[src/rtl/tlbc_pkg.sv]
package tlbc_pkg;

  // Sample and field widths
  localparam int SAMPLE_W  = 12;
  localparam int SAMPLE_MAX = 4095;
  localparam int A_W       = 25;   // averaged temperature times 5447
  localparam int NI_W      = 7;
  localparam int RATE_W    = 10;
  localparam int DUTY_W    = 10;
  localparam int TENTHS_W  = 13;
  localparam int SET_W     = 10;
  localparam int CFG_IDX_W = 1;

  localparam int SAMPLES_DEF = 16;

  // Configuration register indexes
  localparam logic [CFG_IDX_W-1:0] REG_SETPOINT = 1'd0;
  localparam logic [CFG_IDX_W-1:0] REG_ENABLE   = 1'd1;

  localparam logic [SET_W-1:0] SETPOINT_RESET = 10'd250;

  // Motor direction codes
  localparam logic [1:0] DIR_HOLD = 2'd0;
  localparam logic [1:0] DIR_CW   = 2'd1;
  localparam logic [1:0] DIR_CCW  = 2'd2;

  // Step rates in steps per second
  localparam logic [RATE_W-1:0] RATE_SLOW = 10'd100;
  localparam logic [RATE_W-1:0] RATE_MED  = 10'd300;
  localparam logic [RATE_W-1:0] RATE_FAST = 10'd600;

  localparam logic [12:0] TEMP_SCALE = 13'd5447;

  // floor(x*100/4095) as (x*ILLUM_MULT) >> ILLUM_SHIFT, exact for x below 4096
  localparam int ILLUM_SHIFT = 31;
  localparam logic [25:0] ILLUM_MULT =
    26'(100 * (((64'd1 << ILLUM_SHIFT) + 64'd4094) / 64'd4095));

  // floor(a/4095) as (a*TENTHS_MULT) >> TENTHS_SHIFT, exact for a below 2**25
  localparam int TENTHS_SHIFT = 37;
  localparam logic [25:0] TENTHS_MULT =
    26'(((64'd1 << TENTHS_SHIFT) + 64'd4094) / 64'd4095);

  // Band offsets in tenths, scaled by 4095
  localparam logic [A_W-1:0] OFS_10 = 25'd40950;
  localparam logic [A_W-1:0] OFS_30 = 25'd122850;
  localparam logic [A_W-1:0] OFS_50 = 25'd204750;

  typedef struct packed {
    logic [SAMPLE_W-1:0] temp;
    logic [SAMPLE_W-1:0] light;
  } avg_t;

  typedef struct packed {
    logic [A_W-1:0]  a;
    logic [NI_W-1:0] q;   // averaged light times 100 over 4095
  } scaled_t;

  typedef struct packed {
    logic                 heater_on;
    logic [1:0]           motor_direction;
    logic [RATE_W-1:0]    step_rate;
    logic [NI_W-1:0]      illumination_percent;
    logic [NI_W-1:0]      led_level;
    logic [DUTY_W-1:0]    pwm_duty;
    logic [TENTHS_W-1:0]  temperature_tenths;
  } result_t;

  // Map illumination percentage to LED brightness band
  function automatic logic [NI_W-1:0] led_band(input logic [NI_W-1:0] ni);
    logic [NI_W-1:0] led;
    if (ni < 7'd20)      led = 7'd100;
    else if (ni < 7'd30) led = 7'd80;
    else if (ni < 7'd40) led = 7'd60;
    else if (ni < 7'd60) led = 7'd50;
    else if (ni < 7'd80) led = 7'd30;
    else                 led = 7'd0;
    return led;
  endfunction

  // (100 - led)*1023/100, truncated, for each band
  function automatic logic [DUTY_W-1:0] band_duty(input logic [NI_W-1:0] led);
    logic [DUTY_W-1:0] duty;
    case (led)
      7'd100:  duty = 10'd0;
      7'd80:   duty = 10'd204;
      7'd60:   duty = 10'd409;
      7'd50:   duty = 10'd511;
      7'd30:   duty = 10'd716;
      default: duty = 10'd1023;
    endcase
    return duty;
  endfunction

endpackage

[src/rtl/tlbc_accum.sv]
module tlbc_accum #(
  parameter int SAMPLES_PER_AVERAGE = tlbc_pkg::SAMPLES_DEF,
  localparam int SUM_W = $clog2(SAMPLES_PER_AVERAGE * tlbc_pkg::SAMPLE_MAX + 1)
) (
  input  logic                          clk,
  input  logic                          rst,
  input  logic                          enable,
  input  logic                          in_valid,
  output logic                          in_ready,
  input  logic [tlbc_pkg::SAMPLE_W-1:0] temp_sample,
  input  logic [tlbc_pkg::SAMPLE_W-1:0] light_sample,
  output logic                          out_valid,
  input  logic                          out_ready,
  output logic [SUM_W-1:0]              temp_total,
  output logic [SUM_W-1:0]              light_total
);
  import tlbc_pkg::*;

  localparam int CNT_W = (SAMPLES_PER_AVERAGE > 1) ? $clog2(SAMPLES_PER_AVERAGE) : 1;

  logic [CNT_W-1:0] count;
  logic [SUM_W-1:0] temp_sum, light_sum;
  logic [SUM_W-1:0] temp_sum_next, light_sum_next;
  logic             take, last;

  assign in_ready       = !out_valid || out_ready;
  assign take           = in_valid && in_ready;
  assign last           = (count == CNT_W'(SAMPLES_PER_AVERAGE - 1));
  assign temp_sum_next  = temp_sum + SUM_W'(temp_sample);
  assign light_sum_next = light_sum + SUM_W'(light_sample);

  // Accumulate, clear on a dropped request, hand over the full sums
  always_ff @(posedge clk) begin
    if (rst) begin
      count     <= '0;
      temp_sum  <= '0;
      light_sum <= '0;
      out_valid <= 1'b0;
    end else begin
      if (out_ready) begin
        out_valid <= 1'b0;
      end
      if (take) begin
        if (!enable || last) begin
          count     <= '0;
          temp_sum  <= '0;
          light_sum <= '0;
          if (enable) begin
            out_valid <= 1'b1;
          end
        end else begin
          count     <= count + CNT_W'(1);
          temp_sum  <= temp_sum_next;
          light_sum <= light_sum_next;
        end
      end
    end
  end

  // Capture the totals that close an average
  always_ff @(posedge clk) begin
    if (take && enable && last) begin
      temp_total  <= temp_sum_next;
      light_total <= light_sum_next;
    end
  end

endmodule

[src/rtl/tlbc_average.sv]
module tlbc_average #(
  parameter int SAMPLES_PER_AVERAGE = tlbc_pkg::SAMPLES_DEF,
  localparam int SUM_W = $clog2(SAMPLES_PER_AVERAGE * tlbc_pkg::SAMPLE_MAX + 1)
) (
  input  logic                 clk,
  input  logic                 rst,
  input  logic                 in_valid,
  output logic                 in_ready,
  input  logic [SUM_W-1:0]     temp_total,
  input  logic [SUM_W-1:0]     light_total,
  output logic                 out_valid,
  input  logic                 out_ready,
  output tlbc_pkg::avg_t       avg
);
  import tlbc_pkg::*;

  // Divide by the sample count through a reciprocal, exact over the sum range
  localparam int L_W   = $clog2(SAMPLES_PER_AVERAGE);
  localparam int SHIFT = SUM_W + L_W;
  localparam int M_W   = SUM_W + 2;
  localparam int P_W   = SUM_W + M_W;
  localparam logic [M_W-1:0] RECIP =
    M_W'(((64'd1 << SHIFT) + 64'(SAMPLES_PER_AVERAGE - 1)) / 64'(SAMPLES_PER_AVERAGE));

  logic [P_W-1:0] temp_prod, light_prod;
  logic           take;

  assign in_ready   = !out_valid || out_ready;
  assign take       = in_valid && in_ready;
  assign temp_prod  = P_W'(temp_total) * P_W'(RECIP);
  assign light_prod = P_W'(light_total) * P_W'(RECIP);

  always_ff @(posedge clk) begin
    if (rst) begin
      out_valid <= 1'b0;
    end else if (in_ready) begin
      out_valid <= in_valid;
    end
  end

  always_ff @(posedge clk) begin
    if (take) begin
      avg.temp  <= temp_prod[SHIFT +: SAMPLE_W];
      avg.light <= light_prod[SHIFT +: SAMPLE_W];
    end
  end

endmodule

[src/rtl/tlbc_scale.sv]
module tlbc_scale (
  input  logic              clk,
  input  logic              rst,
  input  logic              in_valid,
  output logic              in_ready,
  input  tlbc_pkg::avg_t    avg,
  output logic              out_valid,
  input  logic              out_ready,
  output tlbc_pkg::scaled_t scaled
);
  import tlbc_pkg::*;

  localparam int LP_W = SAMPLE_W + 26;

  logic [A_W-1:0]  a_next;
  logic [LP_W-1:0] light_prod;
  logic            take;

  assign in_ready   = !out_valid || out_ready;
  assign take       = in_valid && in_ready;
  // Temperature scaled to tenths times 4095, and light to a percentage
  assign a_next     = A_W'(avg.temp) * A_W'(TEMP_SCALE);
  assign light_prod = LP_W'(avg.light) * LP_W'(ILLUM_MULT);

  always_ff @(posedge clk) begin
    if (rst) begin
      out_valid <= 1'b0;
    end else if (in_ready) begin
      out_valid <= in_valid;
    end
  end

  always_ff @(posedge clk) begin
    if (take) begin
      scaled.a <= a_next;
      scaled.q <= light_prod[ILLUM_SHIFT +: NI_W];
    end
  end

endmodule

[src/rtl/tlbc_band.sv]
module tlbc_band (
  input  logic                       clk,
  input  logic                       rst,
  input  logic [tlbc_pkg::SET_W-1:0] setpoint,
  input  logic                       in_valid,
  output logic                       in_ready,
  input  tlbc_pkg::scaled_t          scaled,
  output logic                       out_valid,
  input  logic                       out_ready,
  output tlbc_pkg::result_t          result
);
  import tlbc_pkg::*;

  localparam int TP_W = A_W + 26;

  logic [A_W-1:0]  set_scaled;
  logic [TP_W-1:0] tenths_prod;
  logic [NI_W-1:0] ni, led;
  logic            heat, idle, vent_low, vent_med;
  logic            take;
  result_t         result_next;

  assign in_ready = !out_valid || out_ready;
  assign take     = in_valid && in_ready;

  // Setpoint times 4095 as a shift and subtract
  assign set_scaled = {3'b000, setpoint, 12'b0} - A_W'(setpoint);

  assign heat     = (setpoint >= SET_W'(10)) && (scaled.a < set_scaled - OFS_10);
  assign idle     = scaled.a <= set_scaled + OFS_10;
  assign vent_low = scaled.a < set_scaled + OFS_30;
  assign vent_med = scaled.a <= set_scaled + OFS_50;

  assign tenths_prod = TP_W'(scaled.a) * TP_W'(TENTHS_MULT);
  assign ni          = NI_W'(100) - scaled.q;
  assign led         = led_band(ni);

  // Pick the band and assemble the result
  always_comb begin
    result_next                      = '0;
    result_next.illumination_percent = ni;
    result_next.led_level            = led;
    result_next.pwm_duty             = band_duty(led);
    result_next.temperature_tenths   = tenths_prod[TENTHS_SHIFT +: TENTHS_W];
    if (heat) begin
      result_next.heater_on       = 1'b1;
      result_next.motor_direction = DIR_CW;
      result_next.step_rate       = RATE_SLOW;
    end else if (idle) begin
      result_next.motor_direction = DIR_HOLD;
      result_next.step_rate       = RATE_SLOW;
    end else if (vent_low) begin
      result_next.motor_direction = DIR_CCW;
      result_next.step_rate       = RATE_SLOW;
    end else if (vent_med) begin
      result_next.motor_direction = DIR_CCW;
      result_next.step_rate       = RATE_MED;
    end else begin
      result_next.motor_direction = DIR_CCW;
      result_next.step_rate       = RATE_FAST;
    end
  end

  always_ff @(posedge clk) begin
    if (rst) begin
      out_valid <= 1'b0;
    end else if (in_ready) begin
      out_valid <= in_valid;
    end
  end

  always_ff @(posedge clk) begin
    if (take) begin
      result <= result_next;
    end
  end

endmodule

[src/rtl/thermal_light_band_controller_top.sv]
// Thermal and light band controller. Sample pairs are taken at one per clock
// cycle while s_tready is high; the four register stages (accumulator, averaging
// reciprocal multiply, scaling multiply, band decision and output register) each
// pass one request per cycle unless stalled, and a result is registered by the
// averaging, scaling and band stages after the sample that completes an average
// of SAMPLES_PER_AVERAGE pairs. Backpressure on the result side ripples back
// stage by stage, and a stage with a free slot keeps accepting. While enable is
// low, accepted samples are dropped and the running sums and count are cleared.
// Write the setpoint and enable only when no average is in flight.
module thermal_light_band_controller_top #(
  parameter int SAMPLES_PER_AVERAGE = tlbc_pkg::SAMPLES_DEF,
  localparam int SUM_W = $clog2(SAMPLES_PER_AVERAGE * tlbc_pkg::SAMPLE_MAX + 1)
) (
  input  logic                           clk,
  input  logic                           rst,
  input  logic                           cfg_we,
  input  logic [tlbc_pkg::CFG_IDX_W-1:0] cfg_index,
  input  logic [tlbc_pkg::SET_W-1:0]     cfg_data,
  input  logic                           s_tvalid,
  output logic                           s_tready,
  // temperature_sample [11:0], light_sample [23:12]
  input  logic [23:0]                    s_tdata,
  output logic                           m_tvalid,
  input  logic                           m_tready,
  // heater_on [0], motor_direction [2:1], step_rate [12:3],
  // illumination_percent [19:13], led_level [26:20], pwm_duty [36:27],
  // temperature_tenths [49:37], zero [55:50]
  output logic [55:0]                    m_tdata
);
  import tlbc_pkg::*;

  logic [SET_W-1:0] setpoint;
  logic             enable;

  logic             acc_valid, avg_ready;
  logic [SUM_W-1:0] temp_total, light_total;
  logic             avg_valid, scale_ready;
  avg_t             avg;
  logic             scale_valid, band_ready;
  scaled_t          scaled;
  result_t          result;

  // Configuration registers
  always_ff @(posedge clk) begin
    if (rst) begin
      setpoint <= SETPOINT_RESET;
      enable   <= 1'b0;
    end else if (cfg_we) begin
      case (cfg_index)
        REG_SETPOINT: setpoint <= cfg_data;
        REG_ENABLE:   enable   <= cfg_data[0];
        default:      ;
      endcase
    end
  end

  tlbc_accum #(.SAMPLES_PER_AVERAGE(SAMPLES_PER_AVERAGE)) u_accum (
    .clk          (clk),
    .rst          (rst),
    .enable       (enable),
    .in_valid     (s_tvalid),
    .in_ready     (s_tready),
    .temp_sample  (s_tdata[11:0]),
    .light_sample (s_tdata[23:12]),
    .out_valid    (acc_valid),
    .out_ready    (avg_ready),
    .temp_total   (temp_total),
    .light_total  (light_total)
  );

  tlbc_average #(.SAMPLES_PER_AVERAGE(SAMPLES_PER_AVERAGE)) u_average (
    .clk         (clk),
    .rst         (rst),
    .in_valid    (acc_valid),
    .in_ready    (avg_ready),
    .temp_total  (temp_total),
    .light_total (light_total),
    .out_valid   (avg_valid),
    .out_ready   (scale_ready),
    .avg         (avg)
  );

  tlbc_scale u_scale (
    .clk       (clk),
    .rst       (rst),
    .in_valid  (avg_valid),
    .in_ready  (scale_ready),
    .avg       (avg),
    .out_valid (scale_valid),
    .out_ready (band_ready),
    .scaled    (scaled)
  );

  tlbc_band u_band (
    .clk       (clk),
    .rst       (rst),
    .setpoint  (setpoint),
    .in_valid  (scale_valid),
    .in_ready  (band_ready),
    .scaled    (scaled),
    .out_valid (m_tvalid),
    .out_ready (m_tready),
    .result    (result)
  );

  // Pack the result fields from the lowest bit up
  assign m_tdata = {6'b000000,
                    result.temperature_tenths,
                    result.pwm_duty,
                    result.led_level,
                    result.illumination_percent,
                    result.step_rate,
                    result.motor_direction,
                    result.heater_on};

endmodule
[config.mk]
export PLATFORM = sky130hd
export DESIGN_NAME = thermal_light_band_controller_top
export DESIGN_NICKNAME = d
export VERILOG_FILES = /design/src/rtl/tlbc_pkg.sv /design/src/rtl/tlbc_accum.sv /design/src/rtl/tlbc_average.sv /design/src/rtl/tlbc_scale.sv /design/src/rtl/tlbc_band.sv /design/src/rtl/thermal_light_band_controller_top.sv
export SDC_FILE = /design/constraint.sdc
export NUM_CORES = 1
export LEC_CHECK = 0
export BUFFER_PORTS_ARGS = -buffer_cell sky130_fd_sc_hd__buf_2
export CAP_MARGIN = 25
export CORE_UTILIZATION = 55
export CTS_CLUSTER_DIAMETER = 30
export DETAILED_ROUTE_END_ITERATION = 10
export PLACE_DENSITY = 0.83
export SLEW_MARGIN = 20
export SYNTH_ARGS = -nofsm -noshare
export SYNTH_HDL_FRONTEND = slang
export SYNTH_SLANG_ARGS = --single-unit
[constraint.sdc]
create_clock -name clk -period 4.8 [get_ports clk]
set_input_delay 0.96 -clock clk [delete_from_list [all_inputs] [get_ports clk]]
set_output_delay 0.96 -clock clk [all_outputs]
set_load 0.005 [all_outputs]
# Word level (Yosys, flattened, before mapping)
# Index checks and enable logic that the tools add are counted.
dict set report totals {
  register_bits 189
  output_inout_bits 58
}
dict set report op_classes {
  add_sub_neg 9
  n_mul 3
  magnitude_cmp 10
  n_eq_ne 6
  muxes 17
  bitwise 1
  reduce_logical 21
}
# op count
set op_table {}
lappend op_table {{$le 25x25->1} 2}
lappend op_table {{$lt 25x25->1} 2}
lappend op_table {{$mul 25x26->50 const B} 1}
lappend op_table {{$pmux 10 s5} 1}
lappend op_table {{$mul 12x24->36 const B} 1}
lappend op_table {{$add 16x12->16} 2}
lappend op_table {{$mux 16} 2}
lappend op_table {{$mux 7} 4}
lappend op_table {{$add 25x16->25 const B} 1}
lappend op_table {{$add 25x17->25 const B} 1}
lappend op_table {{$add 25x18->25 const B} 1}
lappend op_table {{$mul 12x13->25 const B} 1}
lappend op_table {{$sub 25x16->25 const B} 1}
lappend op_table {{$sub 22x10->23} 1}
lappend op_table {{$mux 10} 2}
lappend op_table {{$eq 7x6->1 const B} 2}
lappend op_table {{$eq 7x7->1 const B} 2}
lappend op_table {{$lt 7x5->1 const B} 2}
lappend op_table {{$lt 7x6->1 const B} 2}
lappend op_table {{$mux 11} 1}
lappend op_table {{$ge 10x4->1 const B} 1}
lappend op_table {{$eq 7x5->1 const B} 1}
lappend op_table {{$logic_and 1x1->1} 7}
lappend op_table {{$lt 7x7->1 const B} 1}
lappend op_table {{other kinds (12)} 25}

# Logic depth before layout (Yosys ltp)
dict set report depth {
  ltp_word 9
  depth_mapped 22
  ltp_nobuf 22
}

# Modules after synthesis
# A second synthesis with hierarchy kept.
dict set report hier_totals {
  hier_cells 2169
  area_unflattened_um2 21087.7
}
# mod n_inst cells_each area_per_inst_um2 seq_area_each_um2
set modules_own_cells {}
lappend modules_own_cells {tlbc_band 1 1016 9123.8 1191.1}
lappend modules_own_cells {tlbc_scale 1 708 7000.5 980.9}
lappend modules_own_cells {tlbc_accum 1 361 3671.0 1701.6}
lappend modules_own_cells {tlbc_average 1 29 775.7 740.7}
lappend modules_own_cells {thermal_light_band_controller_top 1 55 516.7 220.2}

# Worst setup path before layout
# OpenSTA, ideal clock, no wires.
dict set report synth_timing {
  kind {flip-flop to flip-flop}
  start {register u_scale.scaled[30] (netlist name)}
  end {register u_band.result[12] (netlist name)}
  arrival_time_ps 4704
  t_required_ps 4529
  setup_slack_ps -175
  stages_incl_launch_ff 22
  n_path_buf 0
  period_less_slack_ps 4975
  path_cell_list {edfxtp_1 inv_1 ha_1 inv_1 ha_1 ha_1 inv_1 fa_1 fa_1 inv_1 ha_1 ha_1 ha_1 nand4_1 nor3_2 o21ai_0 o21ai_0 a311oi_1 o21ai_2 nand2_1 nor4_1 xor2_1}
}

==> impl_metrics.csv <==
group,metric,value,unit
yosys,ys_types,82,
clock_tree,insertion_delay,0.46,ns
floorplan,io-pin-count,98,
clock_tree,cts_buffer_depth,2,
yosys,yosysSeqAreaShare,23.7,%
yosys,synth-edff-count,119,
layout,nets,2709,
min_path,hold_path.class,"flip-flop to flip-flop",
clock_tree,cts_tree,"built",
yosys,synth_seq_cells,170,
sta,setup_viol,0,
sta,rsz0062_at_grt,"true",
global_route,grt_pass1_vias,15100,
sta,tightest_slew,0.945,ns
global_route,grt_use_total,24.6,%
sta,period_share,99.8,%
place,dp.cells,2530,
place,hpwlAfterDp,35400,um
clock_tree,cts_root_buffer,"clkbuf_16",
power,power.leakage,10.6,nW
yosys,synthCells,1951,
yosys,avgSynthCellArea,9.95,um2
yosys,synth_most_common_cell,"ha_1",
setup_path,cp.required,4.99,ns
floorplan,die_y,190,um
floorplan,rows,68,
sta,period_minus_slack,4.79,ns
detailed_routing,vias,14800,
setup_path,worstPathMaxFanout,4,
floorplan,coreArea,0.0346,mm2
layout,finalNonFillerCells,2575,
detailed_routing,drc,0,
layout,num-fill-cells,2583,
global_route,grt_max_degree,47,
detailed_routing,drt_wl_total,44700,um
layout,register_area,0.00459,mm2
floorplan,dieArea,0.0360,mm2
sta,clock_skew,0.0154,ns
setup_path,crit_path_start_kind,"flip-flop",
floorplan,initial_utilization,56.0,%
place,place.gp.congestion,0.920,
yosys,synth_top_flop_cell,"edfxtp_1",
layout,area_growth,13.7,%
clock_tree,htreeDepth,4,
power,powerDensity,161,mW/mm2
yosys,netlist_top_cells_count,"ha_1 (470), inv_1 (281), edfxtp_1 (119), a21oi_1 (103), nor2_1 (100)",
setup_path,worstPathArrival,4.99,ns
yosys,netlist_area,0.0194,mm2
yosys,synth-warning-count,0,
yosys,ys_top_cells_by_area,"ha_1 (30%), edfxtp_1 (18%), fa_1 (9.9%)",
sta,hold_violations,0,
layout,multiInputGateArea,0.0141,mm2
global_route,grt_pass1_wl,70800,um
global_route,grt.overflow.total,0,
yosys,synth_top_area_share,30.3,%
clock_tree,cts_buffers,17,
yosys,yosysTopAreaCell,"ha_1",
detailed_routing,wl_per_cell,17.4,um
clock_tree,numClockSinks,170,
detailed_routing,drt-initial-drc-count,757,
power,peakVddDrop,0.246,mV
status,status,"complete, no violations",
detailed_routing,vias_per_cell,5.75,
setup_path,end_kind,"flip-flop",
detailed_routing,first_pass_iters,5,
sta,fmax,0.209,GHz
clock_tree,path_clk_slew,0.08,ns
run,max_cap_viol_count,0,
sta,relSlewSlack,36.8,%
global_route,grt_antenna_before_repair,6,
floorplan,dieWidth,190,um
layout,drive_gt1_share,15.7,%
detailed_routing,ant_nets,0,
yosys,synthArstFlopShare,0,%
place,port_buffers,87,
sta,maxSlewViolCount,0,
clock_tree,cts_hold_buf,0,
sta,tns,0,ns
setup_path,crit_type,"flip-flop to flip-flop",
power by group:
group / leakage, nW / internal (mW) / switching (mW)
combinational: 8.85 / 0.233 / 0.310
clock: 0.305 / 0.722 / 0.712
sequential: 1.47 / 1.56 / 0.00714
worst max-delay path: stages, from the launching register on:
cell and delay, ns:
edfxtp_1 0.43, inv_1 0.09, ha_1 0.23, inv_1 0.09, ha_4 0.13, ha_1 0.14
inv_2 0.04, fa_1 0.46, fa_1 0.49, inv_1 0.08, ha_4 0.26, ha_4 0.25
ha_4 0.27, nand4_1 0.17, nor3_2 0.28, nand4_1 0.18, nor3b_2 0.26, a311oi_2 0.10
o21ai_2 0.20, nand2_2 0.11, nor4_2 0.18, xor2_1 0.10
repair_timing:
action | CTS | global route
pin swaps | 4 | 50
gates resized for setup | 8 | 84
buffers inserted | 2 | 6
endpoints found under the setup margin | 8 | 27
gates cloned | 0 | 0
through the flow:
step                      cell area, um2  hold slack, ns  setup WS, ns  utilization [%]  total power [mW]
final                              22100           0.415       0.00826             63.7              3.54
after global routing               22100           0.425        -0.178             63.7              3.69
after CTS                          21500           0.421       0.00781             62.0              3.56
after detailed placement           20800           0.405        -0.245             60.0              2.12
after global placement             20700           0.401       -0.0425             59.9              2.10
after floorplan                    19500           0.400       0.00586                -              2.00
routing by layer:
metal	wire, um	track usage (%)
met5	29	0
met4	1750	10.4
met3	2660	4.81
met2	21700	43.4
met1	18500	28.9
sequential cells by signal (all words and copies together), names as in the netlist:
| register | count |
|---|---|
| u_band.out_valid | 1 |
| u_band.result | 39 |
| enable | 1 |
| u_accum.light_total | 12 |
| u_accum.light_sum | 16 |
| u_accum.out_valid | 1 |
| u_accum.count | 4 |
| u_accum.temp_sum | 16 |
| u_accum.temp_total | 12 |
| u_scale.out_valid | 1 |
| u_average.out_valid | 1 |
| u_average.avg | 24 |
| u_scale.scaled | 32 |
| setpoint | 10 |
cell families (layout without fill, tap and decap cells):
family	count (synthesis)	after routing	share of synthesized area [%]
xor gates and xnor gates	135	135	6.31
and+or+nand+nor	395	395	10.8
buffers and inverters	329	485	6.98
adders and majority gates	566	566	40.2
muxes	5	5	0.258
DFF	170	170	23.7
other	1	14	0.0193
AOI/OAI and AO/OA	350	350	11.7
area by class of cell:
class,count,area share [%]
timing repair buffer,172,5.10
multi-input combinational,1461,63.8
antenna,4,0.0454
sequential,170,20.8
clock buffer,17,1.93
inverter,281,4.78
tap,455,2.58
clock inverter,15,0.958
path summary, 6_finish.rpt:
path | from | to | slack [ns] | cells after the start
worst min register to register | u_accum.temp_total[5] | u_average.avg[13] | 0.41 | 0
worst min-delay path | u_accum.temp_total[5] | u_average.avg[13] | 0.41 | 0
worst max register to register | u_scale.scaled[30] | u_band.result[12] | 0.008 | 21
worst max-delay path | u_scale.scaled[30] | u_band.result[12] | 0.008 | 21
cells in the final DEF (no fill, tap or decap), types with 6 or more instances in the layout:
cell type	instances
ha_1	437
inv_1	272
edfxtp_1	119
a21oi_1	98
nor2_1	97
xnor2_1	94
fa_1	92
buf_2	87
buf_4	81
nand2_1	78
a21o_1	59
o21ai_0	59
dfxtp_1	51
nand3_1	41
xor2_1	37
nand4_1	33
ha_4	29
nor3_1	22
nor2b_1	21
clkbuf_16	17
a22oi_1	16
nand2b_1	12
and3_1	11
o21a_1	10
and2_1	10
conb_1	10
inv_2	9
a211oi_1	9
or2_2	8
o21bai_1	8
o31ai_1	8
o21ai_2	7
clkinv_8	7
a21oi_2	6
o21ai_1	6
a211o_1	6
Note: power is estimated with default switching activity, not from simulation.
